File: config.mk
export PLATFORM = sky130hd
export DESIGN_NAME = aff_ram
export DESIGN_NICKNAME = d
export VERILOG_FILES = /design/src/rtl/aligned_first_fit_extent_allocator_core_assert.svh /design/src/rtl/aff_ram.sv
export SDC_FILE = /design/constraint.sdc
export NUM_CORES = 1
export LEC_CHECK = 0
export BUFFER_PORTS_ARGS = -buffer_cell sky130_fd_sc_hd__buf_2
export CORE_MARGIN = 5
export CORE_UTILIZATION = 55
export CTS_BUF_LIST = sky130_fd_sc_hd__clkbuf_4 sky130_fd_sc_hd__clkbuf_8
export DETAILED_ROUTE_END_ITERATION = 12
export HOLD_SLACK_MARGIN = 0.03
export MAX_ROUTING_LAYER = met4
export PLACE_DENSITY = 0.77
export SLEW_MARGIN = 30
export SYNTH_ARGS = -nofsm -noshare
export SYNTH_HDL_FRONTEND = slang
export SYNTH_SLANG_ARGS = --single-unit
File: constraint.sdc
create_clock -name i_clk -period 4.75 [get_ports i_clk]
set_clock_uncertainty 0.1 [all_clocks]
set_input_delay 0.95 -clock i_clk [delete_from_list [all_inputs] [get_ports i_clk]]
set_output_delay 0.95 -clock i_clk [all_outputs]
set_load 0.02 [all_outputs]
File: src/rtl/aligned_first_fit_extent_allocator_core_assert.svh
// assertion macros for the extent allocator core
// relies on i_clk and i_rst_n in the including module
`ifndef ALIGNED_FIRST_FIT_EXTENT_ALLOCATOR_CORE_ASSERT_SVH
`define ALIGNED_FIRST_FIT_EXTENT_ALLOCATOR_CORE_ASSERT_SVH

// same-cycle implication
`define AFF_ASSERT_NOW(lbl, ante, cons, msg) \
    lbl: assert property (@(posedge i_clk) disable iff (!i_rst_n) (ante) |-> (cons)) \
        else $error(msg);

// next-cycle implication
`define AFF_ASSERT_NEXT(lbl, ante, cons, msg) \
    lbl: assert property (@(posedge i_clk) disable iff (!i_rst_n) (ante) |=> (cons)) \
        else $error(msg);

`endif

File: src/rtl/aff_ram.sv
// generic single-write single-read ram with registered read
// no dependencies
module aff_ram #(
    parameter int WIDTH = 8,
    parameter int DEPTH = 16
) (
    input  logic                     i_clk,
    input  logic                     i_we,
    input  logic [$clog2(DEPTH)-1:0] i_waddr,
    input  logic [WIDTH-1:0]         i_wdata,
    input  logic [$clog2(DEPTH)-1:0] i_raddr,
    output logic [WIDTH-1:0]         o_rdata
);
    logic [WIDTH-1:0] r_mem [DEPTH];
    logic [WIDTH-1:0] r_q;

    always_ff @(posedge i_clk) begin
        if (i_we) begin
            r_mem[i_waddr] <= i_wdata;
        end
        r_q <= r_mem[i_raddr];
    end

    assign o_rdata = r_q;
endmodule

==> results of run 1 <==
==> cell usage in the layout (no fill, tap or decap), types with 2 or more instances in the layout <==
master,synthesis,layout
mux4_1,14,14
nor3_2,0,3
clkbuf_8,0,17
nand2b_1,2,2
clkinvlp_4,0,2
nand2_1,9,9
dfxtp_1,8,8
buf_4,1,2
mux4_2,18,18
a22oi_1,16,16
clkinv_1,0,2
clkinv_2,0,5
bufinv_16,0,5
nor2_1,13,12
edfxtp_1,128,128
buf_2,3,24
nand3b_1,2,2
==> worst reg2reg max path, stage by stage (launching register included) <==
cell	delay [ns]
edfxtp_1	0.37
mux4_1	0.53
a22oi_1	0.27
nand2_1	0.10
==> power groups by stage <==
stage | Clock [uW] | Combinational [uW] | Sequential [uW]
final | 1040 | 125 | 1350
after detailed placement | 0 | 124 | 1380
after CTS | 1050 | 127 | 1350
after global routing | 1100 | 136 | 1350
after global placement | 0 | 121 | 1370
after floorplan | 0 | 68.1 | 1380
==> registers in the layout (all words and copies together), names as in the netlist <==
name and count:
r_mem 128, o_rdata 8
==> logic make-up (layout without fill, tap and decap cells) <==
group,Yosys count,in the layout
flops,136,136
simple gates,35,35
mux,32,32
compound gates,16,16
buf+inv,10,58
==> layout make-up <==
class | instances | area (um2) | area share
clock buffer | 17 | 234 | 0.0404
timing repair buffer | 26 | 135 | 0.0233
sequential | 136 | 4000 | 0.691
tap | 111 | 139 | 0.0240
clock inverter | 15 | 206 | 0.0356
multi-input combinational | 83 | 1070 | 0.186
==> routing by layer <==
layer | global-route usage | wire length (um) | vias up
met4 | 0.0639 | 153 | 0
met3 | 0.0632 | 785 | 12
met1 | 0.244 | 3930 | 1263
met5 | - | 0 | -
met2 | 0.289 | 4740 | 119
li1 | - | - | 1044
==> stage by stage <==
step	power, uW	instance area [um2]	utilization	cells	worst slack, ns
detailed placement	1500	5350	0.582	356	2.02
floorplan	1450	5150	-	229	2.21
global route	2590	5790	0.630	388	2.36
global placement	1490	5340	0.581	356	1.61
CTS	2520	5790	0.630	388	2.45
finish	2510	5790	0.630	388	2.44
==> path summary, 6_finish.rpt <==
path	endpoint	cells past startpoint
min	o_rdata[5]$_DFF_P_	3
min reg2reg	o_rdata[5]$_DFF_P_	3
max reg2reg	o_rdata[2]$_DFF_P_	3
max	r_mem[3][3]$_DFFE_PP_	3
==> reports/qor.yml, run 1 <==
yosysSeqAreaShare: 0.778
synth_top_family_by_area: "multiplexers"
pwr-share-clk: 0.413
ios: 26
vias: 2438
synthXorXnorAreaFrac: 0
numCtsBuffers: 17
gp_congestion: 0.723
ant_nets: 0
clock_latency_ns: 0.42
p_int_uw: 2010
switching_share: 0.201
synth_top_cells_by_count: "edfxtp_1, mux4_2, a22oi_1, mux4_1, nor2_1"
path_cells: "buf_2, or3b_2, nor2_1"
p_per_area_nw_per_um2: 433
async_reset_ff_frac: 0
post-route-drc-count: 0
power.switching_uw: 505
critPathBufInv: 1
critPathTopFamily: "simple AND/OR/NAND/NOR gates"
crit_path_max_incr_delay_ns: 0.67
crit_path_start_kind: "input pin"
synth.avg_cell_area_um2: 22.5
place.port_buffers: 25
synthAdderAreaFrac: 0
die_x_um: 107
cts_tree: "yes"
synth_edf_count: 128
cts.htree.levels: 4
outcome: "completed"
hpwl_um: 5750
critPathKind: "input pin to flip-flop"
comb_power_share: 0.050
setup_viol: 0
tns_ns: 0
cpMaxStageDelayCell: "nor2_1"
cts_resized: 0
crit_path_end_kind: "flip-flop"
cts_max_path_buffers: 2
fill_cells: 630
first_global_vias: 2498
finalHoldViolations: 0
antenna_found_initial: 0
hp-class: "flip-flop to flip-flop"
area_growth_pct: 12.5
fmax_ghz: 0.434
drtIter0Drc: 190
synth_top_flop_cell: "edfxtp_1"
syn_area_um2: 5150
slew_violations: 0
cts_hold_buf: 0
cp_max_fo: 8
die_h_um: 107
synth_simple_gate_area_frac: 0.0318
worst_pin_slew_ns: 0.924
synth_top_cell_by_area: "edfxtp_1"
root_buffer: "clkbuf_8"
antennaDiodeCount: 0
detail_route.first_pass.iterations: 4
pwr-share-seq: 0.537
via_per_inst: 6.28
ys_ff_latch: 136
p_leak_uw: 0.00192
period_minus_slack_ns: 2.31
drive_above_1_share: 0.285
design.core.area_um2: 9200
holdWs_ns: 0.583
die_area_um2: 11400
rsz0062_at_grt: "no"
cts.sinks: 136
start_util: 0.560
grt_pass1_wl_um: 14800
totalWireLength_um: 9620
synth_area_leaders: "edfxtp_1, mux4_2, mux4_1"
grt_max_degree: 33
required_ns: 4.70
synthCells: 229
row_count: 35
yosysWarnings: 0
peakVddDrop_uv: 315
syn_nets: 247
relSlewSlack: 0.382
startpoint: "i_waddr[2]"
grt.overflow.total: 0
maxCapViolations: 0
wire_per_inst_um: 24.8
grt_use_total: 0.190
cts.reportedPaths.clkPinSlew_ns: 0.07
post-synth-top-area-fraction: 0.747
yosysMostFrequentCell: "edfxtp_1"
yosysUniqueCellTypes: 19
synth_mux_area_frac: 0.150
synth_compound_area_frac: 0.0233
min_period_over_period: 0.485
r2r_start: "r_mem[1][2]$_DFFE_PP_"
reg2reg_slack_ns: 3.26
post_cts_buffers: 0
critPathArrivalTime_ns: 2.25
hold_path_startpoint: "r_mem[15][5]$_DFFE_PP_"
fin_nets: 282
No activity file was read; power rests on OpenSTA's default activity.
==> run 2: changes to the inputs <==
PLACE_DENSITY = 0.8   (was 0.77)
clock period = 2.1 ns   (was 4.75 ns; I/O delays follow)
==> run 2 against run 1 <==
  * Sequential cell count unchanged
  * Largest power group unchanged
  * Clock power rose by 87%
  * First-iteration DRC count is 11% higher
  * Largest cell class unchanged
  * Via count up 0.53%
  * Sequential share of layout area fell by 1.1 points
  * Critical endpoint is now o_rdata[3]
  * Combinational power increased by 140%
==> reports/qor.yml, run 2 (same netlist as run 1, synthesis figures left out) <==
peakVddDrop_uv: 451
area_growth_pct: 14.4
tns_ns: 0
via_per_inst: 5.99
drtIter0Drc: 211
fin_nets: 302
hpwl_um: 6130
cts.sinks: 136
start_util: 0.560
rsz0062_at_grt: "no"
placed_area_um2: 5520
critPathTopFamily: "flip-flops"
wire_per_inst_um: 23.3
antenna_found_initial: 1
cts.htree.levels: 4
path_cells: "buf_2"
largest_register_ffs: 128
die_area_um2: 11400
cts.reportedPaths.clkPinSlew_ns: 0.09
top_register: "r_mem"
critPathArrivalTime_ns: 0.98
post_cts_buffers: 0
crit_path_start_kind: "flip-flop"
reg2reg_slack_ns: 0.66
post-route-drc-count: 0
vias: 2451
grt_max_degree: 33
critPathKind: "flip-flop to output port"
design.core.area_um2: 9200
numCtsBuffers: 17
totalWireLength_um: 9520
outcome: "completed"
first_global_vias: 2619
crit_path_max_incr_delay_ns: 0.37
finalHoldViolations: 0
ant_nets: 0
setup_viol: 0
ios: 26
worst_pin_slew_ns: 0.410
row_count: 35
gp_congestion: 0.751
fmax_ghz: 0.667
maxCapViolations: 0
slew_violations: 0
grt.overflow.total: 0
grt_pass1_wl_um: 15100
drive_above_1_share: 0.327
cts_hold_buf: 0
crit_path_end_kind: "output port"
clock_latency_ns: 0.44
power_uw: 5290
final_common_cell: "edfxtp_1"
critPathBufInv: 1
grt_use_total: 0.192
relSlewSlack: 0.727
cpMaxStageDelayCell: "dfxtp_1"
detail_route.first_pass.iterations: 4
p_per_area_nw_per_um2: 899
stdcell_area_um2: 5890
p_leak_uw: 0.00199
required_ns: 1.58
period_minus_slack_ns: 1.50
hp-class: "input pin to flip-flop"
min_period_over_period: 0.714
die_x_um: 107
cts_max_path_buffers: 2
cp_max_fo: 1
root_buffer: "clkbuf_8"
die_h_um: 107
place.port_buffers: 25
cts_resized: 0
layout_common_cells: "edfxtp_1, buf_2, mux4_2, buf_4, clkbuf_8"
cts_tree: "yes"
[run 2: changes by cell type in the layout (fill, tap and decap cells not counted), sizes merged]
cell and delta:
buf +20, bufinv -4, clkinvlp +3, clkinv -2
inv +2, clkbuf +1, diode +1
[run 2: final cells by class]
cell class	instances	area [um2]
Tap cell	111	139
Clock inverter	14	126
Clock buffer	18	241
Fill cell	616	3310
Multi-Input combinational cell	83	1060
Sequential cell	136	4000
Antenna cell	1	2.50
Timing Repair Buffer	46	320
[run 2: routing by layer]
metal | wire length [um] | up-vias | GRT usage
met3 | 1010 | 8 | 0.0620
met1 | 3650 | 1240 | 0.247
met4 | 92 | 0 | 0.0658
met5 | 0 | - | -
met2 | 4770 | 120 | 0.293
li1 | - | 1083 | -
[run 2: path summary, 6_finish.rpt]
check                              from               endpoint  cells after the start
setup / recovery     o_rdata[3]$_DFF_P_             o_rdata[3]                      1
hold / removal               i_wdata[1]  r_mem[4][1]$_DFFE_PP_                      1
setup reg to reg  r_mem[1][0]$_DFFE_PP_     o_rdata[0]$_DFF_P_                      3
hold reg to reg   r_mem[6][4]$_DFFE_PP_     o_rdata[4]$_DFF_P_                      3
[run 2: stage by stage]
| stage | setup WS, ns | instances | hold WS, ns | util |
|---|---|---|---|---|
| after CTS | 0.566 | 408 | 0.237 | 0.640 |
| after global routing | 0.548 | 409 | 0.251 | 0.641 |
| after floorplan | 0.0871 | 229 | 0.419 | - |
| after detailed placement | 0.137 | 376 | 0.559 | 0.600 |
| final | 0.602 | 409 | 0.260 | 0.641 |
| after global placement | 0.194 | 376 | 0.553 | 0.600 |
[run 2: where the power goes]
part / internal (uW) / leakage (uW) / switching, uW
Sequential: 3030 / 0.00122 / 19.8
Combinational: 127 / 0.000595 / 172
Clock: 953 / 0.000175 / 991
