### config.mk
export PLATFORM = sky130hd
export DESIGN_NAME = aff_cfg
export DESIGN_NICKNAME = d
export VERILOG_FILES = /design/src/rtl/aligned_first_fit_extent_allocator_core_assert.svh /design/src/rtl/aff_pkg.sv /design/src/rtl/aff_cfg.sv
export SDC_FILE = /design/constraint.sdc
export NUM_CORES = 1
export LEC_CHECK = 0
export BUFFER_PORTS_ARGS = -buffer_cell sky130_fd_sc_hd__buf_4
export CORE_AREA = 2 2 103 105
export CTS_CLUSTER_DIAMETER = 120
export DETAILED_ROUTE_END_ITERATION = 8
export DIE_AREA = 0 0 105 107
export PLACE_DENSITY = 0.8
export SLEW_MARGIN = 10
export SYNTH_ARGS = -nofsm -noshare
export SYNTH_HDL_FRONTEND = slang
export SYNTH_SLANG_ARGS = --single-unit
export TNS_END_PERCENT = 20
### constraint.sdc
create_clock -name i_clk -period 2.7 [get_ports i_clk]
set_input_delay 0.405 -clock i_clk [delete_from_list [all_inputs] [get_ports i_clk]]
set_output_delay 0.405 -clock i_clk [all_outputs]
set_load 0.02 [all_outputs]
### src/rtl/aligned_first_fit_extent_allocator_core_assert.svh
// assertion macros for the extent allocator core
// relies on i_clk and i_rst_n in the including module
`ifndef ALIGNED_FIRST_FIT_EXTENT_ALLOCATOR_CORE_ASSERT_SVH
`define ALIGNED_FIRST_FIT_EXTENT_ALLOCATOR_CORE_ASSERT_SVH

// same-cycle implication
`define AFF_ASSERT_NOW(lbl, ante, cons, msg) \
    lbl: assert property (@(posedge i_clk) disable iff (!i_rst_n) (ante) |-> (cons)) \
        else $error(msg);

// next-cycle implication
`define AFF_ASSERT_NEXT(lbl, ante, cons, msg) \
    lbl: assert property (@(posedge i_clk) disable iff (!i_rst_n) (ante) |=> (cons)) \
        else $error(msg);

`endif

### src/rtl/aff_pkg.sv
// types, constants and helpers for the extent allocator
// no dependencies
package aff_pkg;

    localparam int MAX_SLOTS   = 128;
    localparam int ALIGN_LOG2  = 11;
    localparam int SEC_W       = 48;
    localparam int IDX_W       = $clog2(MAX_SLOTS);
    localparam int CNT_W       = $clog2(MAX_SLOTS + 1);
    localparam int SLOT_OUT_W  = 7;
    localparam int ENT_W       = 2 * SEC_W;
    localparam int ADDR_W      = 5;
    localparam int DATA_W      = 64;

    localparam logic [SEC_W-1:0] ALIGN_MASK = SEC_W'((64'd1 << ALIGN_LOG2) - 64'd1);
    localparam logic [SEC_W-1:0] SEC_MAX    = '1;

    localparam logic [SEC_W-1:0] FIRST_RST = SEC_W'(34);
    localparam logic [SEC_W-1:0] LAST_RST  = '0;
    localparam logic [7:0]       SLOTS_RST = 8'(MAX_SLOTS);

    typedef enum logic [1:0] {
        CMD_LOAD  = 2'd0,
        CMD_ALLOC = 2'd1,
        CMD_CLEAR = 2'd2,
        CMD_NONE  = 2'd3
    } t_cmd;

    typedef enum logic [2:0] {
        ST_OK      = 3'd0,
        ST_ZERO    = 3'd1,
        ST_NOSPACE = 3'd2,
        ST_BEYOND  = 3'd3,
        ST_NOFREE  = 3'd4
    } t_status;

    typedef enum logic [1:0] {
        REG_FIRST = 2'd0,
        REG_LAST  = 2'd1,
        REG_SLOTS = 2'd2
    } t_reg_idx;

    typedef enum logic [2:0] {
        S_IDLE,
        S_SCAN,
        S_FIT,
        S_STEP,
        S_DONE
    } t_state;

    typedef struct packed {
        logic [1:0]       cmd;
        logic [SEC_W-1:0] slot_start;
        logic [SEC_W-1:0] slot_end;
        logic [SEC_W-1:0] request_sectors;
    } t_item;

    typedef struct packed {
        logic [2:0]            status;
        logic [SEC_W-1:0]      granted_start;
        logic [SEC_W-1:0]      granted_end;
        logic [SLOT_OUT_W-1:0] granted_slot;
    } t_result;

    typedef struct packed {
        logic [SEC_W-1:0] lo_sector;
        logic [SEC_W-1:0] hi_sector;
        logic [7:0]       slots_in_use;
    } t_cfg;

    // round up to alignment, carry bit set when leaving the sector range
    function automatic logic [SEC_W:0] round_up(input logic [SEC_W-1:0] v);
        logic [SEC_W:0] r;
        if ((v & ALIGN_MASK) == '0) begin
            r = {1'b0, v};
        end else begin
            r = {1'b0, v | ALIGN_MASK} + (SEC_W+1)'(1);
        end
        return r;
    endfunction

endpackage

### src/rtl/aff_cfg.sv
// apb register block for the extent allocator
// depends on aff_pkg
module aff_cfg (
    input  logic                       i_clk,
    input  logic                       i_rst_n,
    input  logic                       psel,
    input  logic                       penable,
    input  logic                       pwrite,
    input  logic [aff_pkg::ADDR_W-1:0] paddr,
    input  logic [aff_pkg::DATA_W-1:0] pwdata,
    output logic [aff_pkg::DATA_W-1:0] prdata,
    output logic                       pready,
    output aff_pkg::t_cfg              o_cfg
);
    aff_pkg::t_cfg r_cfg;
    logic [1:0]    idx;
    logic          wr;

    assign idx    = paddr[4:3];
    assign wr     = psel && penable && pwrite;
    assign pready = 1'b1;
    assign o_cfg  = r_cfg;

    always_ff @(posedge i_clk) begin
        if (!i_rst_n) begin
            r_cfg.lo_sector    <= aff_pkg::FIRST_RST;
            r_cfg.hi_sector    <= aff_pkg::LAST_RST;
            r_cfg.slots_in_use <= aff_pkg::SLOTS_RST;
        end else if (wr) begin
            unique case (idx)
                aff_pkg::REG_FIRST: r_cfg.lo_sector    <= pwdata[aff_pkg::SEC_W-1:0];
                aff_pkg::REG_LAST:  r_cfg.hi_sector    <= pwdata[aff_pkg::SEC_W-1:0];
                aff_pkg::REG_SLOTS: r_cfg.slots_in_use <= pwdata[7:0];
                default: ;
            endcase
        end
    end

    always_comb begin
        unique case (idx)
            aff_pkg::REG_FIRST: prdata = aff_pkg::DATA_W'(r_cfg.lo_sector);
            aff_pkg::REG_LAST:  prdata = aff_pkg::DATA_W'(r_cfg.hi_sector);
            aff_pkg::REG_SLOTS: prdata = aff_pkg::DATA_W'(r_cfg.slots_in_use);
            default:            prdata = '0;
        endcase
    end
endmodule

==> results of run 1 <==
## layer usage
metal / part of all wire (%) / wire length [um] / global-route usage, %
met4: 1.7 / 214 / 7.71
met2: 53 / 6700 / 39.1
met1: 40 / 5080 / 25.5
met5: 0 / 0 / 0
met3: 4.8 / 605 / 3.40
## path summary, 6_finish.rpt
path,slack [ns],to,start
min,0.33,o_cfg[24]$_SDFFE_PN0P_,pwdata[16]
min reg2reg,0.48,o_cfg[91]$_SDFFE_PN0P_,o_cfg[91]$_SDFFE_PN0P_
max,0.64,prdata[24],paddr[3]
max reg2reg,2.02,o_cfg[0]$_SDFFE_PN0P_,o_cfg[0]$_SDFFE_PN0P_
## through the flow
stage	std cells	setup WS, ns	utilization, %
6_report	857	0.643	64.5
5_1_grt	857	0.571	64.5
4_1_cts	857	0.610	64.5
3_5_place_dp	841	0.645	62.8
3_3_place_gp	841	0.708	62.8
2_1_floorplan	547	0.903	-
## cell type report
type	count	share of cell area, %
multi-input combinational	384	37.4
clock buffer	10	1.96
inverter	1	0.0576
timing repair buffer	216	25.3
clock inverter	6	0.673
tap	136	2.61
sequential	104	32.0
## critical path: stages
cell and delay (ns):
sky130_fd_sc_hd__buf_4 0.47, sky130_fd_sc_hd__buf_12 0.26, sky130_fd_sc_hd__mux2i_1 0.27, sky130_fd_sc_hd__nor2_1 0.06, sky130_fd_sc_hd__buf_4 0.17
## synthesized netlist by cell type
master,count
sky130_fd_sc_hd__nor2_1,40
sky130_fd_sc_hd__nor3b_2,1
sky130_fd_sc_hd__o211ai_1,1
sky130_fd_sc_hd__buf_6,3
sky130_fd_sc_hd__nor2b_1,5
sky130_fd_sc_hd__inv_1,1
sky130_fd_sc_hd__conb_1,2
sky130_fd_sc_hd__o21ai_0,8
sky130_fd_sc_hd__dfxtp_1,104
sky130_fd_sc_hd__mux2i_1,151
sky130_fd_sc_hd__nand3b_1,1
sky130_fd_sc_hd__and3_1,1
sky130_fd_sc_hd__clkbuf_1,20
sky130_fd_sc_hd__nand2_1,157
sky130_fd_sc_hd__nand3_1,1
sky130_fd_sc_hd__buf_2,11
sky130_fd_sc_hd__and2_1,1
sky130_fd_sc_hd__buf_4,24
## cells by family (layout without fill, tap and decap cells)
kind of cell	Yosys count	after routing
AO/OA/AOI/OAI	9	9
multiplexers	151	151
AND/OR/NAND/NOR	207	207
buffers and inverters	59	233
other	2	17
flip-flops	104	104
## power groups by stage
stage / logic (mW) / clock network (mW) / registers [mW]
floorplan: 0.197 / 0 / 1.63
global placement: 0.329 / 0 / 1.60
detailed placement: 0.338 / 0 / 1.61
CTS: 0.339 / 0.910 / 1.57
global route: 0.362 / 0.959 / 1.57
finish: 0.337 / 0.877 / 1.57
==> impl_metrics.json, run 1 <==
{
  "hold_class": "primary input to flip-flop",
  "time_the_worst_path_needs_with_i_o_delays_and_setup_ns": 2.06,
  "ant_nets": 0,
  "largest_net_degree_at_the_start_of_global_routing": 70,
  "timing_hold_violations_final": 0,
  "static_leakage_nw": 3.27,
  "unrepaired_setup_endpoints_after_global_routing": "no",
  "clock_power_share_pct": 31.5,
  "finalInstanceArea_um2": 6510,
  "cellPowerDensity_nw_per_um2": 428,
  "synth-seq-cells": 104,
  "min_period_over_period_pct": 76.2,
  "numPortBuffers": 206,
  "largest_register_ffs": 104,
  "mean_instance_size_in_the_synthesized_netlist_um2": 9.03,
  "clock_insertion_delay_worst_skew_ns": 0.34,
  "starting_utilization_of_the_core_area_pct": 47.6,
  "number_of_search_and_repair_iterations_in_the_first_detailed_routing_pass": 4,
  "growth_of_design_area_from_synthesis_to_finish_pct": 35.5,
  "vias": 4265,
  "clock_tree.htree_level_count": 3,
  "antennaDiodeCount": 0,
  "yosys-top-cells-area": "sky130_fd_sc_hd__dfxtp_1 43%, sky130_fd_sc_hd__mux2i_1 31%, sky130_fd_sc_hd__nand2_1 12%, sky130_fd_sc_hd__buf_4 3.8%, sky130_fd_sc_hd__nor2_1 3.1%",
  "detail_route.vias_per_cell": 4.98,
  "routedWlPerCell_um": 14.7,
  "remaining_drc_errors": 0,
  "worst_ep_arrival_time_ns": 1.65,
  "path_class": "primary input to output pin",
  "setup_tns_ns": 0,
  "dp_hpwl_um": 9070,
  "synth-simple-area-share_pct": 16.8,
  "worst-slew-pin-transition_ns": 0.599,
  "synthMuxAreaShare_pct": 31.5,
  "yosysSeqAreaShare_pct": 43.3,
  "max_slew_margin_pct": 60.1,
  "synth_cell_type_count": 18,
  "worstHoldPathCells": 3,
  "worst_setup_hold_path_clk_slew_ns": 0.11,
  "cts.repair.resized": 0,
  "synth_warnings": 0,
  "synthDominantAreaCellType": "sky130_fd_sc_hd__dfxtp_1",
  "worstRegToRegCells": 2,
  "cell_int_power_mw": 2.04,
  "cts_tree": "done",
  "die_h_um": 107,
  "sink_count": 104,
  "netlist_instances": 532,
  "p_switching_mw": 0.746,
  "io-pin-count": 243,
  "status": "completed",
  "fmaxAchievable_mhz": 486,
  "leading_cell_type_in_the_layout_fill_and_taps_excluded": "sky130_fd_sc_hd__buf_4",
  "horizontal_die_dimension_um": 105,
  "pwr-share-comb_pct": 12.1,
  "share_seq_of_total_power_pct": 56.4,
  "detailed_place.area_um2": 6340,
  "first_global_vias": 4153,
  "seqCellArea_um2": 2080,
  "critical_path.max_fanout": 33,
  "setup_violations": 0,
  "report.final.slew_viol_count": 0,
  "post_syn_area_um2": 4800,
  "clock-root-buffer": "sky130_fd_sc_hd__clkbuf_8",
  "global_route.overflow_total": 0,
  "sw_frac_of_total_pct": 26.8,
  "post_synth_fa_ha_maj_area_fraction_pct": 0,
  "required_ns": 2.30,
  "cts_made_buffers": 9,
  "grt_first_pass_wirelength_um": 19900,
  "synth-xor-area-share_pct": 0,
  "first_iter_violations": 143,
  "drv_cap": 0,
  "fp.coreArea_um2": 10100,
  "cts.hold.buffers_added": 0,
  "die-area_um2": 11200,
  "multi_input_area_um2": 2440,
  "max-vdd-ir-drop_mv": 0.303,
  "synth-compound-area-share_pct": 0.990,
  "num-fill-cells": 859,
  "synth.top_cell.area_share_pct": 43.3,
  "antenna_violations_before_repair": 0,
  "critPathLaunchType": "primary input",
  "row_count": 37,
  "finClkSkew_ns": 0,
  "post_cts.repair.setup_buffers": 0,
  "clk_path_buf_depth": 2,
  "final.hold.worst_slack_ns": 0.326,
  "final_cell_mix": "214 x sky130_fd_sc_hd__buf_4, 157 x sky130_fd_sc_hd__nand2_1, 151 x sky130_fd_sc_hd__mux2i_1",
  "grt.total_usage_pct": 21.4,
  "finalWeightedCongestion": 0.784,
  "dominant_combinational_cell_family_by_area_after_synthesis": "multiplexers",
  "route.final.wire_length_um": 12600,
  "finish.net_count": 790,
  "layout-drive-gt1-share_pct": 32.2,
  "cp_capture_type": "output pin",
  "report.power.total_mw": 2.78
}
No activity file was read; power rests on OpenSTA's default activity.
==> run 2: changes to the inputs <==
--- a/config.mk
+++ b/config.mk
@@ -6,11 +6,11 @@
 export NUM_CORES = 1
 export LEC_CHECK = 0
 export BUFFER_PORTS_ARGS = -buffer_cell sky130_fd_sc_hd__buf_4
-export CORE_AREA = 2 2 103 105
+export CORE_AREA = 2 2 106 108
 export CTS_CLUSTER_DIAMETER = 120
 export DETAILED_ROUTE_END_ITERATION = 8
-export DIE_AREA = 0 0 105 107
-export PLACE_DENSITY = 0.8
+export DIE_AREA = 0 0 108 110
+export PLACE_DENSITY = 0.76
 export SLEW_MARGIN = 10
 export SYNTH_ARGS = -nofsm -noshare
 export SYNTH_HDL_FRONTEND = slang
==> constraint.sdc (replaced) <==
create_clock -name i_clk -period 1.9 [get_ports i_clk]
set_input_delay 0.285 -clock i_clk [delete_from_list [all_inputs] [get_ports i_clk]]
set_output_delay 0.285 -clock i_clk [all_outputs]
set_load 0.02 [all_outputs]
==> run 2 against run 1 <==
Setup slack got worse by 0.27 ns; largest power group unchanged; critical endpoint is now prdata[3]; total power rose by 44%; register-to-register slack lost 0.81 ns; highest routed layer unchanged; core utilization is 2.9 points lower; global-route usage shrank 0.69 points; clock power increased by 46%; non-clock buffer count rose by 2; hold slack worse by 0.14 ns; sequential power up 42%.
==> impl_metrics.json, run 2 (synthesized netlist as in run 1, its figures left out) <==
{
  "status": "completed",
  "first_iter_violations": 154,
  "final_cell_mix": "212 x sky130_fd_sc_hd__buf_4, 157 x sky130_fd_sc_hd__nand2_1, 151 x sky130_fd_sc_hd__mux2i_1",
  "cts_tree": "done",
  "io-pin-count": 243,
  "final.hold.worst_slack_ns": 0.190,
  "multi_input_area_um2": 2440,
  "crit_chain": "mux2i_1, o21ai_0, buf_4",
  "unrepaired_setup_endpoints_after_global_routing": "no",
  "worst_setup_hold_path_clk_slew_ns": 0.10,
  "grt_util_met1_pct": 23.5,
  "cts.repair.resized": 0,
  "time_the_worst_path_needs_with_i_o_delays_and_setup_ns": 1.52,
  "horizontal_die_dimension_um": 108,
  "cell_int_power_mw": 2.95,
  "sink_count": 104,
  "row_count": 38,
  "clock_power_share_pct": 31.9,
  "finish.net_count": 792,
  "drv_cap": 0,
  "clock_tree.htree_level_count": 3,
  "first_global_vias": 4046,
  "detail_route.vias_per_cell": 4.94,
  "share_seq_of_total_power_pct": 55.8,
  "required_ns": 1.62,
  "slowest_delay_ns": 0.40,
  "seqCellArea_um2": 2080,
  "route.final.wire_length_um": 12600,
  "p_switching_mw": 1.05,
  "stdcell_count": 863,
  "groute.layer.met2.usage_pct": 38.6,
  "largest_net_degree_at_the_start_of_global_routing": 86,
  "cellPowerDensity_nw_per_um2": 606,
  "leading_cell_type_in_the_layout_fill_and_taps_excluded": "sky130_fd_sc_hd__buf_4",
  "ant_nets": 0,
  "clk_path_buf_depth": 2,
  "clock_insertion_delay_worst_skew_ns": 0.35,
  "critical_path.max_fanout": 3,
  "groute.layer.met3.usage_pct": 3.47,
  "num-fill-cells": 943,
  "critical-path-slowest-cell": "sky130_fd_sc_hd__dfxtp_1",
  "cts_made_buffers": 9,
  "global_route.overflow_total": 0,
  "grt.total_usage_pct": 20.7,
  "max-vdd-ir-drop_mv": 0.422,
  "numPortBuffers": 206,
  "largest_register_ffs": 104,
  "min_period_over_period_pct": 80.2,
  "hold_class": "primary input to flip-flop",
  "sw_frac_of_total_pct": 26.3,
  "grt-busiest-layer": "met2",
  "path_class": "flip-flop to output pin",
  "antennaDiodeCount": 0,
  "grt_first_pass_wirelength_um": 19700,
  "pwr-share-comb_pct": 12.2,
  "cts.hold.buffers_added": 0,
  "die_h_um": 110,
  "critPathLaunchType": "flip-flop",
  "static_leakage_nw": 3.30,
  "vias": 4260,
  "finalWeightedCongestion": 0.851,
  "dp_hpwl_um": 9170,
  "layout-drive-gt1-share_pct": 32.4,
  "fmaxAchievable_mhz": 656,
  "finClkSkew_ns": 0,
  "starting_utilization_of_the_core_area_pct": 44.9,
  "cp_capture_type": "output pin",
  "report.final.slew_viol_count": 0,
  "timing_hold_violations_final": 0,
  "remaining_drc_errors": 0,
  "worst_ep_arrival_time_ns": 1.24,
  "post_cts.repair.setup_buffers": 0,
  "clock-root-buffer": "sky130_fd_sc_hd__clkbuf_8",
  "placed_cells": 847,
  "routedWlPerCell_um": 14.6,
  "antenna_violations_before_repair": 0,
  "number_of_search_and_repair_iterations_in_the_first_detailed_routing_pass": 4,
  "die-area_um2": 11900,
  "setup_violations": 0,
  "fp.coreArea_um2": 10700,
  "growth_of_design_area_from_synthesis_to_finish_pct": 37.2,
  "setup_tns_ns": 0
}
## run 2: cell types whose count changed in the layout (fill, tap and decap cells not counted)
cell | previous run | this run
sky130_fd_sc_hd__clkinv_2 | 2 | 1
sky130_fd_sc_hd__clkbuf_8 | 9 | 10
sky130_fd_sc_hd__clkinv_4 | 1 | 0
sky130_fd_sc_hd__buf_12 | 2 | 6
sky130_fd_sc_hd__inv_6 | 2 | 3
sky130_fd_sc_hd__buf_4 | 214 | 212
## run 2: path summary, 6_finish.rpt
path                           from                     end  slack, ns  cells past startpoint
max          o_cfg[59]$_SDFFE_PN0P_               prdata[3]       0.38                      3
max reg2reg   o_cfg[7]$_SDFFE_PN1P_   o_cfg[7]$_SDFFE_PN1P_       1.21                      2
min reg2reg  o_cfg[98]$_SDFFE_PN0P_  o_cfg[98]$_SDFFE_PN0P_       0.48                      2
min                       pwdata[5]  o_cfg[61]$_SDFFE_PN1P_       0.19                      3
## run 2: per-layer routing
layer	routed length, um	vias up
li1	-	2084
met1	4950	2022
met2	6690	137
met3	701	17
met4	229	0
met5	0	-
## run 2: power by group through the flow
stage / clock (mW) / combinational, mW / sequential, mW
2_1_floorplan: 0 / 0.280 / 2.31
3_3_place_gp: 0 / 0.476 / 2.28
3_5_place_dp: 0 / 0.491 / 2.28
4_1_cts: 1.32 / 0.492 / 2.23
5_1_grt: 1.41 / 0.531 / 2.24
6_report: 1.28 / 0.488 / 2.23
## run 2: worst max-delay path: cells and delay by family (launching register included)
family          cells  cell delay, ns
compound gates      1            0.21
flops               1            0.40
mux                 1            0.09
buf+inv             1            0.18
## run 2: stage by stage
| step | area [um^2] | worst slack [ns] | power, mW | utilization [%] |
|---|---|---|---|---|
| floorplan | 4860 | 0.343 | 2.59 | - |
| global placement | 6410 | 0.343 | 2.76 | 59.9 |
| detailed placement | 6410 | 0.283 | 2.77 | 59.9 |
| CTS | 6590 | 0.349 | 4.04 | 61.6 |
| global route | 6590 | 0.298 | 4.17 | 61.6 |
| finish | 6590 | 0.376 | 4.00 | 61.6 |
## run 2: cell type report
class | instances | area share [%]
multi-input combinational | 384 | 37.0
sequential | 104 | 31.6
timing repair buffer | 218 | 26.0
tap | 140 | 2.66
clock buffer | 11 | 2.15
clock inverter | 5 | 0.589
inverter | 1 | 0.0570
